[src/pgic_pkg.sv]
`default_nettype none
package pgic_pkg;

  // default key queue depth
  localparam int KEY_QUEUE_DEPTH_DEF = 16;

  typedef enum logic [1:0] {
    REQ_READ    = 2'd0,
    REQ_KEY     = 2'd1,
    REQ_TIMER   = 2'd2,
    REQ_CONTROL = 2'd3
  } pgic_req_t;

  // register addresses
  localparam logic [5:0] ADDR_ROW_LIMIT = 6'd4;
  localparam logic [5:0] ADDR_PORT0     = 6'h3a;
  localparam logic [5:0] ADDR_PORT1     = 6'h3b;
  localparam logic [5:0] ADDR_STATUS    = 6'h3c;
  localparam logic [5:0] ADDR_KEY       = 6'h3e;

  // fixed read values
  localparam logic [7:0] PORT0_DATA = 8'hfe;
  localparam logic [7:0] PORT1_DATA = 8'hff;

  // interrupt status codes
  localparam logic [7:0] ST_KEY     = 8'h00;
  localparam logic [7:0] ST_CONTROL = 8'h08;
  localparam logic [7:0] ST_TIMER   = 8'h09;

  // press flag in queued key codes
  localparam logic [7:0] KEY_PRESS_FLAG = 8'h80;

  // key queue control
  typedef struct packed {
    logic push;
    logic pop;
  } pgic_qctl_t;

endpackage
`default_nettype wire

[src/pgic_key_fifo.sv]
`default_nettype none
module pgic_key_fifo #(
  parameter int DEPTH = pgic_pkg::KEY_QUEUE_DEPTH_DEF,
  localparam int AW = (DEPTH > 1) ? $clog2(DEPTH) : 1,
  localparam int CW = $clog2(DEPTH + 1)
) (
  input  wire logic               clk,
  input  wire logic               rst_n,
  input  wire pgic_pkg::pgic_qctl_t ctl,
  input  wire logic [7:0]         wr_data,
  output logic      [7:0]         head,
  output logic      [CW-1:0]      count
);

  logic [7:0]    mem [DEPTH];
  logic [AW-1:0] wr_ptr_r, wr_ptr_nxt;
  logic [AW-1:0] rd_ptr_r, rd_ptr_nxt;
  logic [CW-1:0] count_r, count_nxt;
  logic [7:0]    head_r;
  logic          wr_en;
  logic          do_pop;

  // push and pop on an empty queue pass straight through
  assign wr_en  = ctl.push && !((count_r == '0) && ctl.pop);
  assign do_pop = ctl.pop && (count_r != '0);

  always_comb begin
    wr_ptr_nxt = wr_ptr_r;
    rd_ptr_nxt = rd_ptr_r;
    if (wr_en) begin
      wr_ptr_nxt = (wr_ptr_r == AW'(DEPTH - 1)) ? '0 : wr_ptr_r + AW'(1);
    end
    if (do_pop) begin
      rd_ptr_nxt = (rd_ptr_r == AW'(DEPTH - 1)) ? '0 : rd_ptr_r + AW'(1);
    end
    count_nxt = count_r + CW'(wr_en) - CW'(do_pop);
  end

  always_ff @(posedge clk) begin
    if (!rst_n) begin
      wr_ptr_r <= '0;
      rd_ptr_r <= '0;
      count_r  <= '0;
    end else begin
      wr_ptr_r <= wr_ptr_nxt;
      rd_ptr_r <= rd_ptr_nxt;
      count_r  <= count_nxt;
    end
  end

  // storage plus registered head read with write bypass
  always_ff @(posedge clk) begin
    if (wr_en) begin
      mem[wr_ptr_r] <= wr_data;
    end
    if (wr_en && (wr_ptr_r == rd_ptr_nxt)) begin
      head_r <= wr_data;
    end else begin
      head_r <= mem[rd_ptr_nxt];
    end
  end

  assign head  = head_r;
  assign count = count_r;

endmodule
`default_nettype wire

[src/panel_gate_array_irq_controller_core.sv]
// the input register, then the result register, lie between an input transfer and its result
// throughput: one item per cycle unless out_ready stalls; one pass of logic per item
// the key queue head is prefetched from its memory into a register, so no stall
// reset: synchronous active-low rst_n clears held keys, interrupt state and queue pointers
// key queue storage is not cleared; it is only read after being written
`default_nettype none
module panel_gate_array_irq_controller_core #(
  parameter int KEY_QUEUE_DEPTH = pgic_pkg::KEY_QUEUE_DEPTH_DEF,
  localparam int CW = $clog2(KEY_QUEUE_DEPTH + 1)
) (
  input  wire logic       clk,
  input  wire logic       rst_n,
  // input channel
  input  wire logic       in_valid,
  output logic            in_ready,
  input  wire logic [1:0] in_req_type,
  input  wire logic [5:0] in_reg_addr,
  input  wire logic [4:0] in_key_code,
  input  wire logic       in_key_pressed,
  // result channel
  output logic            out_valid,
  input  wire logic       out_ready,
  output logic      [7:0] out_read_data,
  output logic            out_irq_line,
  output logic            out_key_dropped
);

  // ---------------------------------------------------------------
  // input register stage
  // ---------------------------------------------------------------
  logic       s1_valid_r;
  logic [1:0] s1_type_r;
  logic [5:0] s1_addr_r;
  logic [4:0] s1_code_r;
  logic       s1_pressed_r;

  // result register stage
  logic       out_valid_r;
  logic [7:0] out_data_r;
  logic       out_irq_r;
  logic       out_dropped_r;

  // s1 item moves into the result register when that register is free
  logic advance;
  assign advance  = s1_valid_r && (!out_valid_r || out_ready);
  assign in_ready = !s1_valid_r || advance;

  always_ff @(posedge clk) begin
    if (!rst_n) begin
      s1_valid_r <= 1'b0;
    end else if (in_ready) begin
      s1_valid_r <= in_valid;
    end
  end

  always_ff @(posedge clk) begin
    if (in_valid && in_ready) begin
      s1_type_r    <= in_req_type;
      s1_addr_r    <= in_reg_addr;
      s1_code_r    <= in_key_code;
      s1_pressed_r <= in_key_pressed;
    end
  end

  // ---------------------------------------------------------------
  // architectural state
  // ---------------------------------------------------------------
  logic [31:0] held_r, held_nxt;
  logic [7:0]  status_r, status_nxt;     // interrupt status code
  logic [7:0]  key_r, key_nxt;           // delivered key code
  logic        pending_r, pending_nxt;   // interrupt line level
  logic        timer_r, timer_nxt;
  logic        ctrl_r, ctrl_nxt;

  // key queue
  pgic_pkg::pgic_qctl_t q_ctl;
  logic [7:0]           q_wr_data;
  logic [7:0]           q_head;
  logic [CW-1:0]        q_count;

  pgic_key_fifo #(
    .DEPTH (KEY_QUEUE_DEPTH)
  ) u_key_fifo (
    .clk     (clk),
    .rst_n   (rst_n),
    .ctl     (q_ctl),
    .wr_data (q_wr_data),
    .head    (q_head),
    .count   (q_count)
  );

  // ---------------------------------------------------------------
  // single-pass item logic
  // ---------------------------------------------------------------
  logic [7:0] rd_data;
  logic       dropped;
  logic       push;
  logic       pop;
  logic       try_deliver;
  logic       has_key;

  // queued code: bit 7 marks a press
  assign q_wr_data = s1_pressed_r ? (pgic_pkg::KEY_PRESS_FLAG | {3'b000, s1_code_r})
                                  : {3'b000, s1_code_r};

  always_comb begin
    held_nxt    = held_r;
    status_nxt  = status_r;
    key_nxt     = key_r;
    pending_nxt = pending_r;
    timer_nxt   = timer_r;
    ctrl_nxt    = ctrl_r;
    rd_data     = '0;
    dropped     = 1'b0;
    push        = 1'b0;
    pop         = 1'b0;
    try_deliver = 1'b0;

    unique case (pgic_pkg::pgic_req_t'(s1_type_r))
      pgic_pkg::REQ_READ: begin
        if (s1_addr_r < pgic_pkg::ADDR_ROW_LIMIT) begin
          // scan row byte of the held bitmap
          rd_data = held_r[s1_addr_r[1:0]*8 +: 8];
        end else begin
          unique case (s1_addr_r)
            pgic_pkg::ADDR_PORT0: rd_data = pgic_pkg::PORT0_DATA;
            pgic_pkg::ADDR_PORT1: rd_data = pgic_pkg::PORT1_DATA;
            pgic_pkg::ADDR_STATUS: begin
              rd_data = status_r;
              // status read acknowledges a tick
              if (pending_r && (status_r != pgic_pkg::ST_KEY)) begin
                pending_nxt = 1'b0;
                try_deliver = 1'b1;
              end
            end
            pgic_pkg::ADDR_KEY: begin
              rd_data = key_r;
              // key-code read acknowledges a key
              if (pending_r && (status_r == pgic_pkg::ST_KEY)) begin
                pending_nxt = 1'b0;
                try_deliver = 1'b1;
              end
            end
            default: rd_data = '0;
          endcase
        end
      end
      pgic_pkg::REQ_KEY: begin
        held_nxt[s1_code_r] = s1_pressed_r;
        if (q_count < CW'(KEY_QUEUE_DEPTH)) begin
          push = 1'b1;
        end else begin
          dropped = 1'b1;
        end
        try_deliver = !pending_r;
      end
      pgic_pkg::REQ_TIMER: begin
        timer_nxt   = 1'b1;
        try_deliver = !pending_r;
      end
      pgic_pkg::REQ_CONTROL: begin
        ctrl_nxt    = 1'b1;
        try_deliver = !pending_r;
      end
      default: ;
    endcase

    // delivery by priority: key, control tick, timer tick
    has_key = (q_count != '0) || push;
    if (try_deliver) begin
      if (has_key) begin
        pop         = 1'b1;
        status_nxt  = pgic_pkg::ST_KEY;
        // empty queue: the code just pushed goes straight out
        key_nxt     = (q_count == '0) ? q_wr_data : q_head;
        pending_nxt = 1'b1;
      end else if (ctrl_nxt) begin
        ctrl_nxt    = 1'b0;
        status_nxt  = pgic_pkg::ST_CONTROL;
        pending_nxt = 1'b1;
      end else if (timer_nxt) begin
        timer_nxt   = 1'b0;
        status_nxt  = pgic_pkg::ST_TIMER;
        pending_nxt = 1'b1;
      end
    end
  end

  // queue only moves when the item actually completes
  assign q_ctl.push = advance && push;
  assign q_ctl.pop  = advance && pop;

  always_ff @(posedge clk) begin
    if (!rst_n) begin
      held_r    <= '0;
      status_r  <= '0;
      key_r     <= '0;
      pending_r <= 1'b0;
      timer_r   <= 1'b0;
      ctrl_r    <= 1'b0;
    end else if (advance) begin
      held_r    <= held_nxt;
      status_r  <= status_nxt;
      key_r     <= key_nxt;
      pending_r <= pending_nxt;
      timer_r   <= timer_nxt;
      ctrl_r    <= ctrl_nxt;
    end
  end

  // ---------------------------------------------------------------
  // result register
  // ---------------------------------------------------------------
  always_ff @(posedge clk) begin
    if (!rst_n) begin
      out_valid_r <= 1'b0;
    end else if (advance) begin
      out_valid_r <= 1'b1;
    end else if (out_ready) begin
      out_valid_r <= 1'b0;
    end
  end

  always_ff @(posedge clk) begin
    if (advance) begin
      out_data_r    <= rd_data;
      out_irq_r     <= pending_nxt;
      out_dropped_r <= dropped;
    end
  end

  assign out_valid       = out_valid_r;
  assign out_read_data   = out_data_r;
  assign out_irq_line    = out_irq_r;
  assign out_key_dropped = out_dropped_r;

  // ---------------------------------------------------------------
  // assertions
  // ---------------------------------------------------------------
  // queued keys always have one delivered ahead of them
  a_queue_implies_pending: assert property (@(posedge clk) disable iff (!rst_n)
    (q_count != '0) |-> pending_r)
    else $error("key queue not empty while interrupt line idle");

  // ticks only wait while the line is busy
  a_ticks_wait_on_busy: assert property (@(posedge clk) disable iff (!rst_n)
    !pending_r |-> (!timer_r && !ctrl_r))
    else $error("tick left pending while interrupt line idle");

  // queue never exceeds its depth
  a_queue_bound: assert property (@(posedge clk) disable iff (!rst_n)
    q_count <= CW'(KEY_QUEUE_DEPTH))
    else $error("key queue count over depth");

  // a dropped key only happens with a full queue
  a_drop_when_full: assert property (@(posedge clk) disable iff (!rst_n)
    (advance && dropped) |-> (q_count == CW'(KEY_QUEUE_DEPTH)))
    else $error("key dropped while queue had room");

endmodule
`default_nettype wire
[config.mk]
export PLATFORM = sky130hd
export DESIGN_NAME = panel_gate_array_irq_controller_core
export DESIGN_NICKNAME = d
export VERILOG_FILES = /design/src/pgic_pkg.sv /design/src/pgic_key_fifo.sv /design/src/panel_gate_array_irq_controller_core.sv
export SDC_FILE = /design/constraint.sdc
export NUM_CORES = 1
export LEC_CHECK = 0
export BUFFER_PORTS_ARGS = -buffer_cell sky130_fd_sc_hd__buf_2
export CORE_MARGIN = 5
export CORE_UTILIZATION = 30
export DETAILED_ROUTE_END_ITERATION = 7
export GPL_TIMING_DRIVEN = 0
export PLACE_DENSITY = 0.45
export SLEW_MARGIN = 20
export SYNTH_ARGS = -nofsm -noshare
export SYNTH_HDL_FRONTEND = slang
export SYNTH_SLANG_ARGS = --single-unit
[constraint.sdc]
create_clock -name clk -period 8.2 [get_ports clk]
set_clock_uncertainty 0.15 [all_clocks]
set_input_delay 0.41 -clock clk [delete_from_list [all_inputs] [get_ports clk]]
set_output_delay 0.41 -clock clk [all_outputs]
set_load 0.02 [all_outputs]
==> reports/metrics.csv <==
stage;metric;value;unit
sta;Period Utilization, post-route;42.5;%
power_and_ir_drop;Net Sw Frac;26.0;%
placement;IO Port Bufs;29;
clock_network;cts bufs inserted;17;
power_and_ir_drop;Comb pwr share;11.9;%
sta;hold slack;25.7;ps
run_status;status;finished clean;
min_path;hold path startpoint;in_reg_addr[3];
sta;RSZ-0062 raised after global routing;false;
worst_setup_path;Required @ worst endpoint;8420;ps
clock_network;Longest Clk Path Bufs;2;
yosys;Synth cell types;59;
floorplanning;row count;59;
floorplanning;Chip Width;171;um
min_path;hold path cells;1;
sta;Total Neg Setup Slack;0;ps
cells_and_area;ANT cells;0;
yosys;Yosys reg bits;182;
yosys;synthesized area;0.00778;mm^2
worst_setup_path;Crit-path slowest cell;or4b_2;
floorplanning;I/O Pins;30;
detailed_routing;antenna-violating nets left;0;
worst_setup_path;critical path class;reg -> reg;
min_path;worst hold path class;in -> reg;
cells_and_area;share of layout cells above drive strength 1;17.7;%
global_routing;largest net degree at the start of global routing;22;
detailed_routing;drt pass-1 iters;6;
power_and_ir_drop;Switching Power;541;uW
yosys;YS warnings;0;
yosys;ys async rst share;0;%
sta;max_slew headroom;27.7;%
power_and_ir_drop;Seq pwr share;49.6;%
yosys;number of synthesized flops with an enable pin;120;
sta;fmax;287;MHz
detailed_routing;routed vias/inst;4.99;
floorplanning;initial cell density of the core;30.1;%
sta;Tmin final;3480;ps
floorplanning;die area;0.0293;mm^2
clock_network;postcts setup bufs;0;
sta;final hold vios;0;
detailed_routing;final WL;19.0;mm
worst_setup_path;Worst setup EP type;flip-flop;
clock_network;clk sinks;182;
global_routing;antenna violations before repair;0;
clock_network;worst-skew pair later-pin latency;430;ps
detailed_routing;post-route DRC violation count;0;
power_and_ir_drop;overall power;2.08;mW
worst_setup_path;Reg2Reg Setup Slack;4720;ps
power_and_ir_drop;Internal Power;1.54;mW
clock_network;Clock Root Buffer;clkbuf_16;
sta;Worst Tran Pin Value;1080;ps
yosys;Synth Flop Type;edfxtp_1;
detailed_routing;Starting DRT DRC Count;326;
global_routing;gr usage total;13.5;%
sta;fin. max-slew vios;0;
yosys;Post-Syn Area per Cell;13.5;um^2
worst_setup_path;CP arrival;3700;ps
power_and_ir_drop;Peak VDD IR;0.000142;V
yosys;Synthesized Nets;606;
worst_setup_path;r2r endpoint;u_key_fifo.count[4];
clock_network;TritonCTS clock tree;done;
clock_network;CTS clk-pin slew, worst paths;70;ps
floorplanning;Core Box Area;0.0258;mm^2
cells_and_area;area grow syn2layout;16.6;%
flow_run;Max-Cap Viols;0;
yosys;Seq/Total Area, Yosys;62.2;%
power_and_ir_drop;power per cell area;229;mW/mm^2
global_routing;first-pass GRT wire length;29.7;mm
yosys;Mapped Cells;576;
worst_setup_path;cell mode on critical path;ha_1;
floorplanning;Die Span Y;171;um
detailed_routing;DR WL/cell;19.3;um
min_path;Endpoint, Worst Hold;s1_addr_r[3];
power_and_ir_drop;clock share of power;38.6;%
worst_setup_path;CP Cell Sequence;inv_1 > ha_1 > or4b_2 > buf_2 > nand3_1 > nor2_1 > ha_1 > inv_1 > ha_1 > fa_1 > a21oi_1 > nor2_1 > or3_1 > a21oi_1;
placement;dpl hpwl;13.5;mm
global_routing;vias in the first global route;5065;
detailed_routing;Vias;4914;
placement;placed cell area;0.00837;mm^2
global_routing;total gr overflow;0;
worst_setup_path;critical path startpoint category;flip-flop;
clock_network;# resized after CTS;0;
cells_and_area;Filler cells;2537;
worst_setup_path;reg2reg start;u_key_fifo.count[2];
placement;Placer Congestion;0.851;
cells_and_area;design area;0.00908;mm^2
sta;Final setup violation count;0;
power_and_ir_drop;leak pwr;3.04;nW
clock_network;number of H-tree levels;4;
worst_setup_path;Worst Path Max Fanout;6;
worst_setup_path;R2R cell count;14;
worst_setup_path;crit-path max cell delay;570;ps
cells_and_area;fin nets;667;
cells in the mapped netlist, types with 3 or more instances:
cell type	n	area, um^2
nor2b_1	5	31.3
and3_1	5	31.3
a32oi_1	4	35.0
o21ai_0	12	60.1
buf_1	6	22.5
a221o_1	6	60.1
mux2_2	5	56.3
mux4_1	4	105
ha_1	11	138
nand2b_1	5	31.3
xor2_1	3	26.3
inv_1	17	63.8
a31oi_1	3	18.8
nand3_1	24	120
clkbuf_1	19	71.3
a21oi_1	25	125
buf_2	8	40.0
nand4_1	3	18.8
nor3_1	25	125
and2_1	7	43.8
edfxtp_1	120	3600
nor2_1	57	214
a22oi_1	4	30.0
mux2i_1	36	360
nor4_1	7	43.8
nand2_1	27	101
dfxtp_1	62	1240
mux4_2	28	631
routing by layer:
layer,track usage (%),routed length [um],up-vias
met5,0,0,-
met4,3.96,269,0
met3,2.70,692,23
met2,22.2,9340,115
met1,18.2,8730,2465
li1,-,-,2311
cells by family (layout without fill, tap and decap cells):
kind of cell	count (synthesis)	count (layout)	share of synthesized area (%)
xor+xnor	5	5	0.563
flops	182	182	62.2
compound gates	66	66	5.58
mux	73	73	14.8
fa+ha+maj	12	12	2.03
simple gates	185	185	12.0
buf+inv	53	127	2.83
power by group through the flow:
stage | Sequential [mW] | Combinational [mW] | Clock, mW
after detailed placement | 1.05 | 0.245 | 0
after global routing | 1.03 | 0.277 | 0.856
after floorplan | 1.04 | 0.181 | 0
after CTS | 1.03 | 0.251 | 0.821
final | 1.03 | 0.246 | 0.801
after global placement | 1.05 | 0.241 | 0
layout make-up:
class	instances	area (um^2)	share of cell area, %
Tap cell	335	419	4.62
Clock buffer	18	429	4.73
Clock inverter	14	150	1.65
Timing Repair Buffer	42	275	3.03
Multi-Input combinational cell	341	2740	30.2
Sequential cell	182	4840	53.4
Buffer	35	153	1.68
Inverter	18	67.6	0.744
what timing repair did:
item                                   CTS  global route
setup endpoints to repair                0             0
endpoints found under the hold margin   13             0
hold buffers                            13             0
metrics by stage:
step	util, %	setup slack (ps)	cells
floorplan	-	4990	576
global placement	32.3	4710	940
detailed placement	32.4	4700	940
CTS	35.1	4680	985
global route	35.1	4480	985
finish	35.1	4720	985
flip-flops by register name (all words and copies together), names as in the netlist, named ones only:
| signal | flops |
|---|---|
| out_read_data | 8 |
| s1_addr_r | 6 |
| u_key_fifo.mem | 96 |
| u_key_fifo.wr_ptr_r | 4 |
| out_valid | 1 |
| timer_r | 1 |
| s1_type_r | 2 |
| pending_r | 1 |
| ctrl_r | 1 |
| u_key_fifo.rd_ptr_r | 4 |
| u_key_fifo.count | 5 |
| out_key_dropped | 1 |
| s1_valid_r | 1 |
| s1_pressed_r | 1 |
| out_irq_line | 1 |
| status_r | 2 |
| s1_code_r | 5 |
| key_r | 6 |
| held_r | 32 |
worst max-delay path, delay by kind of cell, from the launching register on:
family	cells	cell delay [ps]
DFF	1	320
buffers and inverters	3	300
AOI/OAI and AO/OA	2	300
and+or+nand+nor	5	1310
adders and majority gates	4	1040
worst max path at each step:
stage	start	to	slack, ps	cells after the start
6_report	u_key_fifo.count[2]	u_key_fifo.count[4]	4720	14
5_1_grt	u_key_fifo.count[3]	u_key_fifo.count[4]	4480	14
4_1_cts	u_key_fifo.count[3]	u_key_fifo.count[4]	4680	14
3_5_place_dp	u_key_fifo.count[3]	u_key_fifo.count[4]	4700	14
3_3_place_gp	u_key_fifo.count[2]	u_key_fifo.count[4]	4710	14
2_1_floorplan	u_key_fifo.count[3]	u_key_fifo.count[4]	4990	14
placed cells by master, fill, tap and decap left out, types with 7 or more instances in the layout:
master         synthesis  layout
dlygate4sd3_1          0      13
edfxtp_1             120     120
ha_1                  11      11
mux2i_1               36      36
a21oi_1               25      25
inv_1                 17      17
nor2_1                57      57
dfxtp_1               62      62
mux4_2                28      28
and2_1                 7       7
nand2_1               27      27
clkbuf_16              0      17
clkbuf_1              19      20
buf_2                  8      37
nor3_1                25      22
nand3_1               24      24
o21ai_0               12      12
No activity file was read; power rests on OpenSTA's default activity.
